--- src/sv/spq_pkg.sv ---
package spq_pkg;

    // Default number of entries the queue can hold.
    localparam int CAPACITY_DEFAULT = 16;

    // Field widths fixed by the interface.
    localparam int DATA_W   = 32;
    localparam int STATUS_W = 2;
    localparam int COUNT_W  = 5;

    // Command codes.
    localparam logic CMD_INSERT = 1'b0;
    localparam logic CMD_REMOVE = 1'b1;

    // Status codes.
    localparam logic [STATUS_W-1:0] ST_OK        = 2'd0;
    localparam logic [STATUS_W-1:0] ST_UNDERFLOW = 2'd1;
    localparam logic [STATUS_W-1:0] ST_OVERFLOW  = 2'd2;

    // One stored queue entry.
    typedef struct packed {
        logic signed [DATA_W-1:0] value;
        logic signed [DATA_W-1:0] prio;
    } spq_entry_t;

    // Operation broadcast to every cell of the chain in a cycle.
    typedef struct packed {
        logic                     ins;
        logic                     rem;
        logic signed [DATA_W-1:0] key;
        logic signed [DATA_W-1:0] value;
    } spq_op_t;

endpackage

--- src/sv/spq_cell.sv ---
// One slot of the sorted chain. The cell keeps its entry, shifts back on an
// insert that lands ahead of it, shifts forward on a remove, or takes the
// new entry in the first slot that is empty or has a priority above the key.
module spq_cell (
    input  logic               clk,
    input  logic               occupied,
    input  logic               left_gt,
    input  spq_pkg::spq_entry_t left_entry,
    input  spq_pkg::spq_entry_t right_entry,
    input  spq_pkg::spq_op_t   op,
    output spq_pkg::spq_entry_t entry,
    output logic               gt
);

    spq_pkg::spq_entry_t entry_reg;
    spq_pkg::spq_entry_t entry_next;

    // Strictly greater keeps equal priorities in arrival order.
    assign gt    = occupied && ($signed(entry_reg.prio) > $signed(op.key));
    assign entry = entry_reg;

    always_comb
    begin
        entry_next = entry_reg;
        priority if (op.ins && left_gt)
        begin
            entry_next = left_entry;
        end
        else if (op.ins && (!occupied || gt))
        begin
            entry_next.value = op.value;
            entry_next.prio  = op.key;
        end
        else if (op.rem)
        begin
            entry_next = right_entry;
        end
    end

    always_ff @(posedge clk)
    begin
        entry_reg <= entry_next;
    end

endmodule

--- src/sv/sorted_priority_queue_unit.sv ---
// Bounded minimum-priority queue built as a row of CAPACITY identical cells
// that hold the entries in ascending order of signed priority, the head in
// the first cell. Each input word is an insert (command 0) of item_value at
// item_priority, or a remove (command 1) of the head. Every accepted word
// yields exactly one result word carrying the removed value (0 unless a
// remove succeeded), a status (ok, underflow on a remove from an empty
// queue, overflow on an insert into a full one, in which case the entry is
// dropped), an empty flag and the entry count after the operation, the count
// taken modulo 32. Entries of equal priority leave in the order they came in.
// The queue is empty after reset. All cells compare the incoming priority
// with their own entry in parallel and each one shifts, loads or holds in the
// same cycle, so one word is taken every clock cycle; the result is held in
// an output register, and the input side keeps accepting as long as that
// register is empty or is being read out.
module sorted_priority_queue_unit #(
    parameter int CAPACITY = spq_pkg::CAPACITY_DEFAULT
) (
    input  logic                                clk,
    input  logic                                rst_n,
    input  logic                                in_valid,
    output logic                                in_ready,
    input  logic                                command,
    input  logic signed [spq_pkg::DATA_W-1:0]   item_value,
    input  logic signed [spq_pkg::DATA_W-1:0]   item_priority,
    output logic                                out_valid,
    input  logic                                out_ready,
    output logic signed [spq_pkg::DATA_W-1:0]   removed_value,
    output logic        [spq_pkg::STATUS_W-1:0] status,
    output logic                                is_empty,
    output logic        [spq_pkg::COUNT_W-1:0]  entry_count
);

    localparam int CNT_W = $clog2(CAPACITY + 1);

    // Number of occupied cells; cells below this count hold valid entries.
    logic [CNT_W-1:0] count_reg;
    logic [CNT_W-1:0] count_next;

    // Output register.
    logic                                out_valid_reg;
    logic signed [spq_pkg::DATA_W-1:0]   removed_value_reg;
    logic        [spq_pkg::STATUS_W-1:0] status_reg;
    logic                                is_empty_reg;
    logic        [spq_pkg::COUNT_W-1:0]  entry_count_reg;

    logic signed [spq_pkg::DATA_W-1:0]   removed_value_next;
    logic        [spq_pkg::STATUS_W-1:0] status_next;

    logic accept;
    logic full;
    logic empty;

    spq_pkg::spq_op_t    op;
    spq_pkg::spq_entry_t cell_entry [CAPACITY];
    logic                cell_gt    [CAPACITY];

    assign in_ready = !out_valid_reg || out_ready;
    assign accept   = in_valid && in_ready;
    assign full     = (count_reg == CNT_W'(CAPACITY));
    assign empty    = (count_reg == '0);

    // The operation reaches the cells only when it changes the queue; a
    // rejected insert or an empty remove leaves every cell as it is.
    always_comb
    begin
        op.ins   = accept && (command == spq_pkg::CMD_INSERT) && !full;
        op.rem   = accept && (command == spq_pkg::CMD_REMOVE) && !empty;
        op.key   = item_priority;
        op.value = item_value;
    end

    always_comb
    begin
        count_next         = count_reg;
        removed_value_next = '0;
        status_next        = spq_pkg::ST_OK;
        unique case (command)
            spq_pkg::CMD_INSERT:
            begin
                if (full)
                begin
                    status_next = spq_pkg::ST_OVERFLOW;
                end
                else
                begin
                    count_next = count_reg + CNT_W'(1);
                end
            end
            spq_pkg::CMD_REMOVE:
            begin
                if (empty)
                begin
                    status_next = spq_pkg::ST_UNDERFLOW;
                end
                else
                begin
                    count_next         = count_reg - CNT_W'(1);
                    removed_value_next = cell_entry[0].value;
                end
            end
            default:
            begin
                count_next = count_reg;
            end
        endcase
    end

    // The chain: each cell sees its left neighbor for inserts and its right
    // neighbor for removes. The head has nothing ahead of it, and the last
    // cell reloads itself on a remove, which is harmless since it then lies
    // past the count.
    for (genvar i = 0; i < CAPACITY; i++)
    begin : g_cell
        spq_pkg::spq_entry_t left_entry;
        spq_pkg::spq_entry_t right_entry;
        logic                left_gt;

        if (i == 0)
        begin : g_head
            assign left_entry = cell_entry[0];
            assign left_gt    = 1'b0;
        end
        else
        begin : g_body
            assign left_entry = cell_entry[i-1];
            assign left_gt    = cell_gt[i-1];
        end

        if (i == CAPACITY - 1)
        begin : g_tail
            assign right_entry = cell_entry[i];
        end
        else
        begin : g_inner
            assign right_entry = cell_entry[i+1];
        end

        spq_cell u_cell (
            .clk         (clk),
            .occupied    (count_reg > CNT_W'(i)),
            .left_gt     (left_gt),
            .left_entry  (left_entry),
            .right_entry (right_entry),
            .op          (op),
            .entry       (cell_entry[i]),
            .gt          (cell_gt[i])
        );
    end

    always_ff @(posedge clk or negedge rst_n)
    begin
        if (!rst_n)
        begin
            count_reg     <= '0;
            out_valid_reg <= 1'b0;
        end
        else
        begin
            if (accept)
            begin
                count_reg     <= count_next;
                out_valid_reg <= 1'b1;
            end
            else if (out_ready)
            begin
                out_valid_reg <= 1'b0;
            end
        end
    end

    always_ff @(posedge clk)
    begin
        if (accept)
        begin
            removed_value_reg <= removed_value_next;
            status_reg        <= status_next;
            is_empty_reg      <= (count_next == '0);
            entry_count_reg   <= spq_pkg::COUNT_W'(count_next);
        end
    end

    assign out_valid     = out_valid_reg;
    assign removed_value = removed_value_reg;
    assign status        = status_reg;
    assign is_empty      = is_empty_reg;
    assign entry_count   = entry_count_reg;

    // The count never runs past the number of cells.
    a_count_bound: assert property (@(posedge clk) disable iff (!rst_n)
        count_reg <= CNT_W'(CAPACITY))
        else $error("entry count exceeds capacity");

    // The count moves only when a word is taken.
    a_count_hold: assert property (@(posedge clk) disable iff (!rst_n)
        !accept |=> $stable(count_reg))
        else $error("entry count changed without an accepted word");

    // An underflow result always reports an empty queue.
    a_underflow_empty: assert property (@(posedge clk) disable iff (!rst_n)
        (out_valid_reg && status_reg == spq_pkg::ST_UNDERFLOW) |-> is_empty_reg)
        else $error("underflow reported on a non-empty queue");

    // The two front cells stay in priority order.
    a_head_sorted: assert property (@(posedge clk) disable iff (!rst_n)
        (count_reg >= CNT_W'(2)) |->
        ($signed(cell_entry[0].prio) <= $signed(cell_entry[1].prio)))
        else $error("head entries out of priority order");

endmodule
--- config.mk ---
export PLATFORM = sky130hd
export DESIGN_NAME = sorted_priority_queue_unit
export DESIGN_NICKNAME = d
export VERILOG_FILES = /design/src/sv/spq_pkg.sv /design/src/sv/spq_cell.sv /design/src/sv/sorted_priority_queue_unit.sv
export SDC_FILE = /design/constraint.sdc
export NUM_CORES = 2
export LEC_CHECK = 0
export BUFFER_PORTS_ARGS = -buffer_cell sky130_fd_sc_hd__buf_4
export CORE_MARGIN = 3
export CORE_UTILIZATION = 58
export DETAILED_ROUTE_END_ITERATION = 7
export PLACE_DENSITY = 0.77
export SLEW_MARGIN = 20
export SYNTH_ARGS = -nofsm -noshare
export SYNTH_HDL_FRONTEND = slang
export SYNTH_SLANG_ARGS = --single-unit
--- constraint.sdc ---
create_clock -name clk -period 4.8 [get_ports clk]
set_clock_uncertainty 0.1 [all_clocks]
set_input_delay 0.48 -clock clk [delete_from_list [all_inputs] [get_ports clk]]
set_output_delay 0.48 -clock clk [all_outputs]
set_load 0.005 [all_outputs]
==> reports/metrics.cfg <==
[run_status]
outcome = finished clean

[logic_synthesis]
async_flop_share_pct = 0.5607
ys_ff_latch = 1070
netlist_instances = 6044
yosysTopAreaCell = edfxtp_1
synthDistinctLibCells = 75
synthFlopType = edfxtp_1
syn_area_per_cell_um2 = 11.06
synth_warnings = 0
synthTopCellsByArea = edfxtp_1 (48%), ha_1 (9.7%), mux2_2 (9.6%), mux2i_1 (5.0%), a21oi_1 (4.2%)
syn_area_um2 = 66870
synth-edff-count = 1064
syn-num-nets = 6630
synth_seq_area_share_pct = 48.01
synth_top_area_share_pct = 47.78

[flow_run]
maxCapViolCount = 0

[sta]
rsz0062_at_grt = false
drv_slew = 0
tightest_slew_ps = 1140
hold_violations = 0
fin_crit_sh_pct = 94.92
post-route-min-period_ps = 4556
fmax_mhz = 219.5
fin_tns_setup_ps = 0
slew_headroom_pct = 23.99
finalSetupViolCount = 0
setup_ws_ps = 244.0

[pwr]
power_frac_seq_pct = 39.7
p_per_area_nw_per_um2 = 568.6
vdd_drop_max_v = 0.0005576
p_clk_share_pct = 21.5
internal-power_mw = 26.72
swShare_pct = 38.02
p_switching_mw = 16.39
p_leak_nw = 30.49
power_frac_comb_pct = 38.8
totalPowerFinal_mw = 43.11

[floorplan]
die_w_um = 345.5
rows = 123
ios = 111
die_y_um = 345.5
start_util_pct = 58.95
coreArea_um2 = 113400
die-area_um2 = 119400

[global_route]
grt_max_degree = 130
busiest_layer = met2
grt_usage_pct = 36.87
grt_pass1_wl_mm = 335.7
antenna_found_initial = 12
use_met3_pct = 9.998
grt_util_met1_pct = 48.03
gr-usage-met2_pct = 54.66
grt_pass1_vias = 52680
grt-ovfl-total = 0

[cts]
cts_buffers = 117
cts_tree = built
htreeDepth = 3
cts_root_buf = clkbuf_16
clk_pin_slew_ps = 70
worstSkewPairLatency_ps = 760
clock_path_buffers = 3
cts_sinks = 1070

[routing]
vias = 53810
antenna_left = 0
drtPass1Iterations = 8
routed_wl_mm = 227.2
wl_per_cell_um = 29.59
initialDrtViolationCount = 7184
remaining_drc_errors = 0
viasPerCell = 7.007

[layout]
largest_register_ffs = 1024
area_growth_pct = 13.41
nets = 6666
final.fill_count = 8289
drive_gt1_share_pct = 21.27

[hold_path]
hold_path_class = in -> reg

[placed_design]
place_ws_ps = -290.3
port_buffers = 110
gp_congestion = 1.071
dp_hpwl_mm = 156.3

[critical_path]
critical_path_arrival_ps = 5030
worstPathRequired_ps = 5270
worstPathMaxFanout = 28
start_kind = flip-flop
criticalPathCategory = reg -> reg
cp-end-kind = flip-flop

placed cells by master, fill, tap and decap left out, drive strengths merged, types with 101 or more instances in the layout:
| master | n |
|---|---|
| mux2i | 335 |
| nor2 | 575 |
| o211ai | 150 |
| a21o | 112 |
| nor3 | 101 |
| clkbuf | 142 |
| ha | 517 |
| edfxtp | 1064 |
| nand3 | 106 |
| mux2 | 631 |
| buf | 395 |
| a31oi | 332 |
| nand2 | 484 |
| a21oi | 556 |
cell type report:
type / instances / area, um2 / share of cell area [%]
Multi-Input combinational cell: 4410 / 33170 / 43.74
Sequential cell: 1070 / 32100 / 42.33
Timing Repair Buffer: 398 / 4272 / 5.633
Clock buffer: 142 / 3064 / 4.041
Tap cell: 1500 / 1877 / 2.475
Clock inverter: 71 / 764.5 / 1.008
Inverter: 83 / 569.3 / 0.7508
Antenna cell: 5 / 12.51 / 0.01650
per-stage QoR:
stage          hold WS, ps  area, um2  util (%)  cells
6_report             84.07      75830     66.86   7679
5_1_grt              75.69      75830     66.85   7678
4_1_cts              42.10      75800     66.83   7672
3_5_place_dp         218.0      71930     63.42   7456
3_3_place_gp         217.4      71930     63.42   7456
2_1_floorplan        84.41      68310         -   6044
routing by layer:
metal | up-vias | wire length (um) | share of wire (%)
li1 | 23120 | - | -
met1 | 26080 | 84190 | 37
met2 | 3788 | 97920 | 43
met3 | 817 | 28890 | 13
met4 | 8 | 16150 | 7.1
met5 | - | 54 | 0.024
worst max-delay path, cell delays in order, from the launching register on:
cell and delay, ps:
edfxtp_1 440, ha_1 450, nand4_1 380, nor3_1 580, nand4_1 140, buf_4 220, o31ai_2 530, nor3b_1 140
nor3_2 490, buf_4 490, nand2_1 100, a31oi_1 230
cell usage after synthesis, types with 9 or more instances:
cell and instances:
nor3_1 101, o211ai_1 150, nand2_1 484, buf_4 15
nand3_1 106, o21ai_0 83, nor2b_1 20, and2_1 34
edfxtp_1 1064, a21o_1 112, nand2b_1 10, mux2_4 60
a21oi_1 556, clkbuf_1 361, nor2_1 575, and3_1 19
inv_1 82, buf_1 38, mux2_2 571, mux2i_1 335
and4_1 17, a211oi_1 17, buf_2 61, nand4_1 88
a31oi_1 332, nor4_1 76, o21a_1 9, ha_1 517
a221oi_1 13
timing repair:
item / 4_1_cts / 5_1_grt
hold buffers: 3 / 0
pin swaps: 0 / 1
buffers inserted: 0 / 2
endpoints found under the setup margin: 28 / 43
hold endpoints to repair: 7 / 0
gates resized for setup: 1 / 0
power by group through the flow:
stage | Sequential, mW | Clock, mW | Combinational [mW]
after floorplan | 16.4 | 0 | 10.5
after global placement | 17.1 | 0 | 15.5
after detailed placement | 17.2 | 0 | 16.1
after CTS | 17.0 | 9.32 | 16.2
after global routing | 17.4 | 9.67 | 17.7
final | 17.1 | 9.28 | 16.7
cells by family (layout without fill, tap and decap cells):
group	count (synthesis)	count (layout)	share of synthesized area (%)
compound gates	1346	1346	12.28
fa+ha+maj	517	517	9.674
flops	1070	1070	48.01
xor+xnor	4	4	0.05239
other cells	0	5	0
buf+inv	564	694	3.432
mux	966	966	15.98
simple gates	1577	1577	10.58
path summary, 6_finish.rpt:
path / from / end / slack, ps / depth (start not counted)
hold / removal: item_value[31] / g_cell[0].u_cell.entry[63]$_DFFE_PP_ / 80 / 2
hold reg to reg: g_cell[0].u_cell.entry[40]$_DFFE_PP_ / removed_value[8]$_SDFFCE_PP0P_ / 440 / 1
max in group asynchronous: rst_n / count_reg[2]$_DFFE_PN0P_ / 3550 / 3
setup / recovery: g_cell[8].u_cell.entry[31]$_DFFE_PP_ / g_cell[8].u_cell.entry[26]$_DFFE_PP_ / 240 / 11
setup reg to reg: g_cell[8].u_cell.entry[31]$_DFFE_PP_ / g_cell[8].u_cell.entry[26]$_DFFE_PP_ / 240 / 11
min in group asynchronous: rst_n / count_reg[3]$_DFFE_PN0P_ / 700 / 3
(Power assumes the default switching activity.)
